File: src/hw/rtl/gspl_pkg.sv
package gspl_pkg;

  // Fraction bits of the log-domain fixed-point values.
  localparam int unsigned Q_FRAC = 16;

  // Configuration port geometry.
  localparam int unsigned CFG_IDX_W  = 3;
  localparam int unsigned CFG_DATA_W = 20;

  typedef enum logic [CFG_IDX_W-1:0] {
    CFG_LOAD_RES   = 3'd0,
    CFG_BASE_RES   = 3'd1,
    CFG_CURVE_PPM  = 3'd2,
    CFG_CURVE_RAT  = 3'd3,
    CFG_CURVE_SLP  = 3'd4,
    CFG_ALARM_THR  = 3'd5
  } cfg_idx_e;

  // log10(2) and log2(10) in Q16.
  localparam logic [15:0] LOG10_2_Q16 = 16'd19728;
  localparam logic [17:0] LOG2_10_Q16 = 18'd217707;

endpackage

File: src/hw/rtl/gspl_div.sv
module gspl_div #(
  parameter int unsigned NUM_W = 33,
  parameter int unsigned DEN_W = 16,
  parameter int unsigned TAG_W = 2
) (
  input  logic             clk_i,
  input  logic             rst_ni,
  input  logic             en_i,
  input  logic             valid_i,
  input  logic [NUM_W-1:0] num_i,
  input  logic [DEN_W-1:0] den_i,
  input  logic [TAG_W-1:0] tag_i,
  output logic             valid_o,
  output logic [NUM_W-1:0] quot_o,
  output logic [TAG_W-1:0] tag_o
);
  import gspl_pkg::*;

  logic [DEN_W-1:0] rem_q [0:NUM_W];
  logic [NUM_W-1:0] nq_q  [0:NUM_W];
  logic [DEN_W-1:0] den_q [0:NUM_W];
  logic [TAG_W-1:0] tag_q [0:NUM_W];
  logic             v_q   [0:NUM_W];

  always_ff @(posedge clk_i or negedge rst_ni) begin
    if (!rst_ni) begin
      v_q[0] <= 1'b0;
    end else if (en_i) begin
      v_q[0] <= valid_i;
    end
  end

  always_ff @(posedge clk_i) begin
    if (en_i) begin
      rem_q[0] <= '0;
      nq_q[0]  <= num_i;
      den_q[0] <= den_i;
      tag_q[0] <= tag_i;
    end
  end

  // Restoring division, one quotient bit per stage, most significant first.
  for (genvar j = 1; j <= NUM_W; j++) begin : g_bit
    logic [DEN_W:0]   trial;
    logic [DEN_W-1:0] rem_d;
    logic             qbit;

    always_comb begin
      trial = {rem_q[j-1], nq_q[j-1][NUM_W-1]};
      qbit  = (trial >= {1'b0, den_q[j-1]});
      if (qbit) begin
        rem_d = DEN_W'(trial - {1'b0, den_q[j-1]});
      end else begin
        rem_d = trial[DEN_W-1:0];
      end
    end

    always_ff @(posedge clk_i or negedge rst_ni) begin
      if (!rst_ni) begin
        v_q[j] <= 1'b0;
      end else if (en_i) begin
        v_q[j] <= v_q[j-1];
      end
    end

    always_ff @(posedge clk_i) begin
      if (en_i) begin
        rem_q[j] <= rem_d;
        nq_q[j]  <= {nq_q[j-1][NUM_W-2:0], qbit};
        den_q[j] <= den_q[j-1];
        tag_q[j] <= tag_q[j-1];
      end
    end
  end

  assign valid_o = v_q[NUM_W];
  assign quot_o  = nq_q[NUM_W];
  assign tag_o   = tag_q[NUM_W];

endmodule

File: config.mk
export PLATFORM = sky130hd
export DESIGN_NAME = gspl_div
export DESIGN_NICKNAME = d
export VERILOG_FILES = /design/src/hw/rtl/gspl_pkg.sv /design/src/hw/rtl/gspl_div.sv
export SDC_FILE = /design/constraint.sdc
export NUM_CORES = 2
export LEC_CHECK = 0
export BUFFER_PORTS_ARGS = -buffer_cell sky130_fd_sc_hd__clkbuf_2
export CAP_MARGIN = 20
export CORE_MARGIN = 2
export CORE_UTILIZATION = 50
export DETAILED_ROUTE_END_ITERATION = 8
export GPL_ROUTABILITY_DRIVEN = 0
export PLACE_DENSITY_LB_ADDON = 0.3
export SLEW_MARGIN = 20
export SYNTH_ARGS = -nofsm -noshare
export SYNTH_HDL_FRONTEND = slang
export SYNTH_SLANG_ARGS = --single-unit
File: constraint.sdc
create_clock -name clk_i -period 2.9 [get_ports clk_i]
set_input_delay 0.435 -clock clk_i [delete_from_list [all_inputs] [get_ports clk_i]]
set_output_delay 0.435 -clock clk_i [all_outputs]
set_load 0.01 [all_outputs]
==> flow_summary.toml <==
[sta]
maxSlewHeadroom_pct = 33.3
tightest_slew_ns = 0.995
tns_ns = -0.434
final_max_slew_viol_count = 0
fin_skew_ns = 0.0460
fin_ws_ns = -0.0544
holdWs_ns = 0.194
setup_viol_count_final = 19
fmax_mhz = 338
min_period_ns = 2.95
final-hold-violation-count = 0
layout_worst_path_cycle_share_pct = 102
rsz0062_at_grt = "yes"

[finish]
final_cell_area_um2 = 115000
area_growth_pct = 17.7
final_cells = 10100
finish.utilization_pct = 59.2
nets = 7865
drive_gt1_share_pct = 20.6
n_fill_cell = 14500

[clock_network]
clk_latency_ns = 0.88
cts_made_buffers = 232
cts_tree = "yes"
htree_levels = 4
clk_path_buf_depth = 3
clock-sinks = 2264
cts-root-buf = "clkbuf_16"
path_clk_slew_ns = 0.06

[logic_synthesis]
ys_warn_count = 0
synth.avg_cell_area_um2 = 15.0
seq_area_frac_synth_pct = 69.3
synth_flop_cell = "edfxtp_1"
synth_area_um2 = 97900
synth_cell_types = 77
synthArstFlopShare_pct = 1.50
synth_top_area_share_pct = 68.4
synth_edf_count = 2230
synthTopCellsByArea = "edfxtp_1 (68%), ha_1 (6.6%), mux2_2 (4.2%), inv_1 (2.4%), xnor2_1 (2.3%)"
synth_cells = 6516
ys_ff_latch = 2264
syn-num-nets = 7116
yosysTopAreaCell = "edfxtp_1"
yosysMostFrequentCell = "edfxtp_1"
synth_common_cells = "edfxtp_1 (2230), inv_1 (639), ha_1 (514)"

[routing]
vias = 53200
drc = 0
wl_per_cell_um = 17.3
first_pass_iters = 6
ant_nets = 0
wl_um = 175000
vias_per_cell = 5.28
drt_iter0_markers = 3754

[floorplanning]
io_pins = 91
die_y_um = 447
core-area_um2 = 195000
initial_core_util_pct = 50.3
fp-row-count = 162
die_w_um = 447
die_area_um2 = 199000

[critical_path]
critPathArrivalTime_ns = 3.54
crit_type = "register to register"
r2r_end = "rem_q[5][15]"
path_max_fanout = 6
cp.required_ns = 3.49
worstReg2RegStart = "rem_q[4][4]"
r2r_slack_ns = -0.05
cp-start-kind = "register"
rr_worst_depth = 10
end_kind = "register"

[power_and_ir_drop]
leakagePower_nw = 44.3
powerDensity_nw_per_um2 = 1030
vdd.ir_drop.worst_uv = 720
p_total_mw = 118

[global_routing]
grt_pass1_vias = 52400
grt_overflow = 0
track_usage_pct = 17.1
antenna_found_initial = 1
grt_max_degree = 164
grt_pass1_wl_um = 273000

[placement]
io_buffers = 90
dpl_cell_area_um2 = 104000
hpwl_um = 117000
placedCellCount = 9483
dp_slack_ns = -0.202

[run_status]
violations = "setup timing"
outcome = "finished, violations left"

[hold_path]
hp-class = "input pin to async pin"

[flow_run]
maxCapViolations = 0
==> worst max-delay path by stage <==
stage,start,end,slack [ns],depth (start not counted)
finish,rem_q[4][4],rem_q[5][15],-0.05,10
global route,rem_q[4][0],rem_q[5][15],-0.17,11
global placement,den_q[16][1],rem_q[17][2],-0.25,11
detailed placement,rem_q[2][0],rem_q[3][4],-0.20,11
CTS,den_q[16][1],rem_q[17][15],-0.008,11
floorplan,den_q[4][1],rem_q[5][10],0.003,13
==> cells in the final DEF (no fill, tap or decap), types with 41 or more instances in the layout <==
master / count
o21ai_1: 48
nor2b_1: 98
inv_1: 629
dlygate4sd3_1: 54
buf_12: 52
a21oi_2: 52
a21oi_1: 268
xor2_1: 92
clkbuf_1: 41
nor2_1: 341
a21o_1: 95
edfxtp_1: 2230
o21ai_0: 199
xnor2_1: 258
mux2_2: 355
clkinv_2: 44
nand2_1: 207
mux2i_1: 46
clkbuf_16: 247
clkinv_1: 52
o211ai_1: 56
nand4_1: 63
o21a_1: 84
nor3_1: 92
nand3_1: 65
ha_1: 474
nand2b_1: 54
clkbuf_2: 89
buf_4: 346
==> sequential cells by signal (all words and copies together) (netlist names) <==
signal   flops
valid_o      1
rem_q      512
den_q      528
nq_q      1122
tag_q       68
v_q         33
==> power by group <==
part	leakage, nW	internal, mW	switching, mW
registers	22.2	44.0	3.23
clock network	3.69	17.1	12.2
logic	18.4	21.2	20.4
==> final cells by class <==
| cell class | count | area (um2) | area share (%) |
|---|---|---|---|
| Antenna cell | 2 | 5.00 | 0.00434 |
| Clock buffer | 276 | 6030 | 5.24 |
| Clock inverter | 148 | 1570 | 1.36 |
| Inverter | 641 | 2410 | 2.09 |
| Multi-Input combinational cell | 3554 | 29000 | 25.1 |
| Sequential cell | 2264 | 67800 | 58.9 |
| Tap cell | 2624 | 3280 | 2.85 |
| Timing Repair Buffer | 572 | 5130 | 4.46 |
==> worst max-delay path: stages (launching register included) <==
cell	delay, ns
edfxtp_1	0.44
ha_1	0.32
nor4_2	0.27
a31oi_2	0.15
a41oi_2	0.25
a31oi_2	0.13
o211ai_1	0.18
nand2_1	0.09
a211o_4	0.37
clkbuf_16	0.17
mux2_4	0.30
==> kinds of logic after synthesis <==
family | synth area share (%)
DFF | 69.3
and+or+nand+nor | 5.71
AOI/OAI and AO/OA | 6.99
buffers and inverters | 2.78
adders and majority gates | 7.20
muxes | 4.94
xor gates and xnor gates | 3.13
==> what timing repair did <==
action | 4_1_cts | 5_1_grt
pin swaps | 30 | 114
endpoints found under the hold margin | 99 | 0
setup buffers | 25 | 75
gates cloned | 2 | 17
resized for setup | 80 | 329
hold buffers | 54 | 0
endpoints found under the setup margin | 241 | 463
==> layer usage <==
metal	GRT usage, %	part of all wire, %	vias to the layer above
met5	0	0	-
met4	5.83	2.8	0
met3	2.81	4.4	305
met2	28.4	49	1182
met1	22.8	44	25900
li1	-	-	25900
(Power assumes the default switching activity.)
